<file path="src/rtl/assert_macros.svh">
// Assertion macros shared by the RTL; they compile to nothing when SYNTH is defined.
`ifndef ASSERT_MACROS_SVH
`define ASSERT_MACROS_SVH

`ifndef SYNTH

// Property checked at every clock edge outside reset.
`define BPS_ASSERT(lbl, prop, msg) \
  lbl: assert property (@(posedge clk_i) disable iff (!rst_ni) (prop)) else $error(msg);

// Antecedent in one cycle implies consequent in the next.
`define BPS_ASSERT_NEXT(lbl, ante, cons, msg) \
  lbl: assert property (@(posedge clk_i) disable iff (!rst_ni) (ante) |=> (cons)) else $error(msg);

`else

`define BPS_ASSERT(lbl, prop, msg)
`define BPS_ASSERT_NEXT(lbl, ante, cons, msg)

`endif

`endif

</file>
<file path="src/rtl/bps_pkg.sv">
// Shared constants, codes and types of the bilinear pixel sampler.
`timescale 1ns / 1ps
`default_nettype none

package bps_pkg;

  localparam int CH_W       = 8;
  localparam int NUM_CH     = 3;
  localparam int PIX_W      = CH_W * NUM_CH;
  localparam int CH_MAX     = 255;
  localparam int COORD_W    = 17;
  localparam int POS_W      = 8;
  localparam int REG_W      = 9;

  // Pixel store is split in four banks by row and column parity.
  localparam int NUM_BANKS  = 4;
  localparam int BANK_IDX_W = 2;

  // Depth of the queue between front and back.
  localparam int Q_DEPTH    = 4;

  localparam int APB_AW     = 3;
  localparam int APB_DW     = 32;

  localparam logic [REG_W-1:0] WIDTH_RESET  = REG_W'(256);
  localparam logic [REG_W-1:0] HEIGHT_RESET = REG_W'(256);

  typedef enum logic {
    MODE_WRITE  = 1'b0,
    MODE_SAMPLE = 1'b1
  } mode_e;

  typedef enum logic {
    REG_IMAGE_WIDTH  = 1'b0,
    REG_IMAGE_HEIGHT = 1'b1
  } reg_idx_e;

  typedef struct packed {
    logic [REG_W-1:0] width;
    logic [REG_W-1:0] height;
  } cfg_t;

endpackage

`default_nettype wire

</file>
<file path="src/rtl/bps_fifo.sv">
// Small command queue between front and back.
`timescale 1ns / 1ps
`default_nettype none

module bps_fifo #(
  parameter type cmd_t = logic
) (
  input  logic clk_i,
  input  logic rst_ni,
  input  logic push_i,
  input  cmd_t cmd_i,
  output logic full_o,
  output logic valid_o,
  input  logic pop_i,
  output cmd_t cmd_o
);
  import bps_pkg::*;

  localparam int PW = $clog2(Q_DEPTH);

  cmd_t          entry_q [Q_DEPTH];
  logic [PW-1:0] wr_ptr_q, wr_ptr_d;
  logic [PW-1:0] rd_ptr_q, rd_ptr_d;
  logic [PW:0]   cnt_q, cnt_d;

  always_comb begin
    wr_ptr_d = push_i ? wr_ptr_q + PW'(1) : wr_ptr_q;
    rd_ptr_d = pop_i  ? rd_ptr_q + PW'(1) : rd_ptr_q;
    cnt_d    = cnt_q + (PW + 1)'(push_i) - (PW + 1)'(pop_i);
  end

  always_ff @(posedge clk_i or negedge rst_ni) begin
    if (!rst_ni) begin
      wr_ptr_q <= '0;
      rd_ptr_q <= '0;
      cnt_q    <= '0;
    end else begin
      wr_ptr_q <= wr_ptr_d;
      rd_ptr_q <= rd_ptr_d;
      cnt_q    <= cnt_d;
    end
  end

  always_ff @(posedge clk_i) begin
    if (push_i) begin
      entry_q[wr_ptr_q] <= cmd_i;
    end
  end

  assign full_o  = (cnt_q == (PW + 1)'(Q_DEPTH));
  assign valid_o = (cnt_q != '0);
  assign cmd_o   = entry_q[rd_ptr_q];

endmodule

`default_nettype wire

</file>
<file path="config.mk">
export PLATFORM = sky130hd
export DESIGN_NAME = bps_fifo
export DESIGN_NICKNAME = d
export VERILOG_FILES = /design/src/rtl/assert_macros.svh /design/src/rtl/bps_pkg.sv /design/src/rtl/bps_fifo.sv
export SDC_FILE = /design/constraint.sdc
export NUM_CORES = 1
export LEC_CHECK = 0
export ABC_AREA = 1
export BUFFER_PORTS_ARGS = -buffer_cell sky130_fd_sc_hd__buf_2
export CORE_AREA = 4 4 41 43
export CTS_CLUSTER_DIAMETER = 200
export CTS_CLUSTER_SIZE = 14
export DETAILED_ROUTE_END_ITERATION = 8
export DIE_AREA = 0 0 45 47
export PLACE_DENSITY_LB_ADDON = 0.05
export SLEW_MARGIN = 20
export SYNTH_ARGS = -nofsm -noshare
export SYNTH_HDL_FRONTEND = slang
export SYNTH_SLANG_ARGS = --single-unit
</file>
<file path="constraint.sdc">
create_clock -name clk_i -period 2.35 [get_ports clk_i]
set_clock_uncertainty 0.1 [all_clocks]
set_input_delay 0 -clock clk_i [delete_from_list [all_inputs] [get_ports clk_i]]
set_output_delay 0 -clock clk_i [all_outputs]
set_load 0.02 [all_outputs]
</file>
-- After elaboration in Yosys (flattened, before gate mapping)
Memories as Yosys holds them, arrays and structs flattened.
Index checks and enable logic that the tools add are counted.
- bits in latches: 0
- output and inout port bits: 3
- input port bits: 5
- RAM bits: 4
- memories kept: 1
- register bits after elaboration: 7
- ROM bits: 0
- word-level logic and storage cells: 12
- memory list (name ; depth ; bits a word ; read ports ; clocked after Yosys merged registers in ; wr ports ; line ; RTL):
    entry_q ; 4 ; 1 ; 1 ; 0 ; 1 ; bps_fifo.sv:21 ; cmd_t entry_q [Q_DEPTH];
- multiplexer cells: 2
- shifts and indexed selects: 0
- magnitude comparators: 0
- reduce and logical (&&, ||, !) cells: 1
- equality and inequality tests: 1
- bitwise operators: 0
- div/mod/pow operators: 0
- multipliers: 0
- add/subtract/negate cells: 4
- operator list (kind ; count):
    $add 2x1->2 const B ; 2
    $add 3x1->3 ; 1
    $eq 3x3->1 const B ; 1
    $reduce_bool 3->1 ; 1
    $sub 3x1->3 ; 1
    $mux 1 ; 2

-- Longest topological paths before layout
- word-level depth: 2
- mapped depth: 10
- depth with buffers taken out: 10

-- Worst setup path before layout
OpenSTA, ideal clock, no wires.
- path kind: register -> register
- from: reg cnt_q[0]
- to: reg cnt_q[2]
- data required time: 2134 ps
- library setup time: 116 ps
- path buffers: 0
- slack: 711 ps
- data arrival time: 1423 ps
- clock period less this slack: 1639 ps
- stages on the path, launching flop included: 10
- path through: dfrtp_1 inv_1 ha_1 inv_1 ha_1 fa_1 inv_1 nand2_1 nand3_1 nand2_1
- cells in the longest elaborated chain, start to end: 2
- RTL lines (what ; line ; RTL):
    start: declaration ; bps_fifo.sv:24 ; logic [PW:0] cnt_q, cnt_d;
    start signal: assignment ; bps_fifo.sv:40 ; cnt_q <= cnt_d;
    $add 3x1->3 ; bps_fifo.sv:29 ; cnt_d = cnt_q + (PW + 1)'(push_i) - (PW + 1)'(pop_i);
    $sub 3x1->3 ; bps_fifo.sv:29 ;
    net cnt_d[2] ; bps_fifo.sv:24 ;
The timed path passes the listed nets, and every way through them passes these cells.
A chain may end at the register's enable or synchronous reset.

-- Final worst setup path
- from: in pop_i
- to: reg cnt_q[2]
- cells in the longest elaborated chain, start to end: 1
- RTL lines (what ; line ; RTL):
    start: declaration ; bps_fifo.sv:14 ; input logic pop_i,
    $sub 3x1->3 ; bps_fifo.sv:29 ;
    net cnt_d[2] ; bps_fifo.sv:24 ;
The timed path passes the listed nets, and every way through them passes these cells.

==> impl_results.md <==
* Sequential cell area at approximately 300 um2
* Max-slew violation count at 0
* Synthesized area at 574 um2
* IO Port Bufs at 7
* Core Area at 1300 um2
* Die extent in y at about 47 um
* # rows at 13
* N_diodes at 0
* FF-to-FF End: cnt_q[2]$_DFF_PN0_
* P&R area growth vs syn at 22.7%
* Syn nets at 73
* Place WS at 0.608 ns
* Total global-route track usage at 11.1%
* Die width at 45 um
* Fillers at 126
* Gate power share at between 40% and 50%
* Global route total overflow at 0
* Tcrit/Tclk final at roughly 75%
* Slew HR at 78.9%
* Resized Gates After CTS at 0
* Sw Ratio at 39.2%
* Area after DPL at 628 um2
* Footprint of the multi-input gates at between 200 and 250 um2
* Reg2Reg Depth at 9
* Internal at 470 uW
* Least-Margin Pin Slew at 0.315 ns
* Peak supply drop at approximately 0.47 mV
* Antenna Nets Post-Route at 0
* Clock Tree Root: clkbuf_4
* Vias at 394
* Vias/cell at 4.28
* Fin area at between 700 and 800 um2
* RSZ-0062 raised after global routing: false
* Mapped Cells at 61
* Run status: completed
* Final net count at 90
* Setup tns final at 0 ns
* Synth cell types at 10
* Num CTS Buffers at 3
* Clock power frac at 15.9%
* Critical R2R Launch: cnt_q[0]$_DFF_PN0_
* Placer Congestion at approximately 0.68
* Switch Pwr at roughly 300 uW
* Tmin final at 1.76 ns
* Power Density at 1100 nW/um2
* Starting Density at between 40% and 50%
* Max cap viols at 0
* Hold EP: entry_q[0]$_DFFE_PP_
* Commonest non-fill, non-tap cells in the layout: 18 x inv_1, 16 x nand2_1, 7 x dfrtp_1, 7 x buf_2, 6 x ha_1
* Commonest non-fill, non-tap cell in the layout: inv_1
* Worst path required time at 2.41 ns
* Final total power at around 770 uW
* Crit end category: flip-flop
* Startpoint Class: input port
* Die area at 2120 um2
* R2R setup slack at 0.61 ns
* Hold path cells at 2
* Hold Path Origin: cmd_i
* Worst skew pair latency at 0.26 ns
* Router iterations before antenna repair at 2
* Part of the Yosys area used for sequential elements at 51.4%
* CTS Buffer Depth at 2
* Number of global-route vias before repair at 401
* Final core utilization at 54.1%
* Synth warn at 0
* Fin. Hold Viols at 0
* Final setup vio count at 0
* CTS H-tree lvls at 1
* Hpwl dp at 634 um
* Initial antenna violation count at 0
* FF+latch count, synth at 11
* Routed wire length at 845 um
* Worst-path fanout max at 3
* Critical path type: in -> reg
* Clock-pin slew on the worst setup and hold paths at 0.07 ns
* CTS tree: done
* Iter 0 DRT Violations at 3
* Largest net degree at the start of global routing at 9
* Final critical-path setup slack at approximately 0.59 ns
* Synth Area per Inst at 9.41 um2
* Leakage power at 0.403 nW
* Global-route wire length before repair at 1600 um
* DR DRC count at 0
* Share of post-route cells with drive strength above 1 at about an eighth
* Fmax at 569 MHz
* DR WL/cell at 9.18 um
* HP Class: in -> reg
* Crit path DAT at 1.81 ns
* # IOs at 8
* Sink Count at 11
* Sequential Power Share at about 43%
timing repair:
item	CTS	global route
hold endpoints to repair	16	0
buffers inserted	0	0
hold buffers	5	0
worst max-delay path, cell delays in order:
cell           delay, ns
dlygate4sd3_1       0.53
buf_2               0.15
ha_1                0.27
inv_1               0.04
ha_1                0.19
fa_1                0.38
inv_1               0.06
nand2_1             0.06
nand3_1             0.08
nand2_1             0.05
synthesized netlist by cell type:
master / instances / area share (%)
inv_1: 18 / 12
nand2_1: 16 / 10
dfrtp_1: 7 / 31
ha_1: 6 / 13
edfxtp_1: 4 / 21
nand3_1: 4 / 3.5
xor2_1: 3 / 4.6
fa_1: 1 / 3.5
nor3_1: 1 / 0.87
o21ai_0: 1 / 0.87
power groups by stage:
stage,clock (mW),combinational (mW),sequential [mW]
floorplan,0,0.245,0.323
global placement,0,0.308,0.339
detailed placement,0,0.314,0.340
CTS,0.134,0.322,0.336
global route,0.143,0.380,0.348
finish,0.123,0.315,0.335
state kept, by name, summed over array words and instances, names as in the netlist:
name	cells
wr_ptr_q	2
entry_q	4
rd_ptr_q	2
cnt_q	3
routing by layer:
layer  share of wire (%)  global-route usage, %  vias to the layer above
met1                  45                   12.9                      174
met4                 1.1                   5.26                        0
li1                    -                      -                      211
met5                   0                      0                        -
met3                 5.7                   5.75                        2
met2                  48                   16.9                        7
layout make-up:
| type | count | area share [%] |
|---|---|---|
| Tap cell | 15 | 2.66 |
| Multi-Input combinational cell | 32 | 30.0 |
| Sequential cell | 11 | 41.9 |
| Clock buffer | 4 | 3.73 |
| Timing Repair Buffer | 12 | 12.1 |
| Inverter | 18 | 9.59 |
through the flow:
| stage | instances | hold WS, ns |
|---|---|---|
| final | 92 | 0.400 |
| after global routing | 92 | 0.413 |
| after CTS | 92 | 0.371 |
| after detailed placement | 83 | -0.259 |
| after global placement | 83 | -0.258 |
| after floorplan | 61 | -0.396 |
cells by family (layout without fill, tap and decap cells):
group                      Yosys count  in the layout  share of synthesized area, %
and+or+nand+nor                     21             21                          14.8
buffers and inverters               18             34                          11.8
DFF                                 11             11                          51.4
adders and majority gates            7              7                          16.6
xor gates and xnor gates             3              3                          4.58
AOI/OAI and AO/OA                    1              1                         0.871
how the worst max path moves through the flow:
stage                  startpoint                  to  slack [ns]  depth (start not counted)
6_report                    pop_i  cnt_q[2]$_DFF_PN0_        0.59                         10
3_5_place_dp   cnt_q[0]$_DFF_PN0_  cnt_q[2]$_DFF_PN0_        0.61                          9
4_1_cts        cnt_q[0]$_DFF_PN0_  cnt_q[2]$_DFF_PN0_        0.60                          9
3_3_place_gp   cnt_q[0]$_DFF_PN0_  cnt_q[2]$_DFF_PN0_        0.67                          9
2_1_floorplan  cnt_q[0]$_DFF_PN0_  cnt_q[2]$_DFF_PN0_        0.71                          9
5_1_grt        cnt_q[0]$_DFF_PN0_  cnt_q[2]$_DFF_PN0_        0.46                          9
Note: power is estimated with default switching activity, not from simulation.
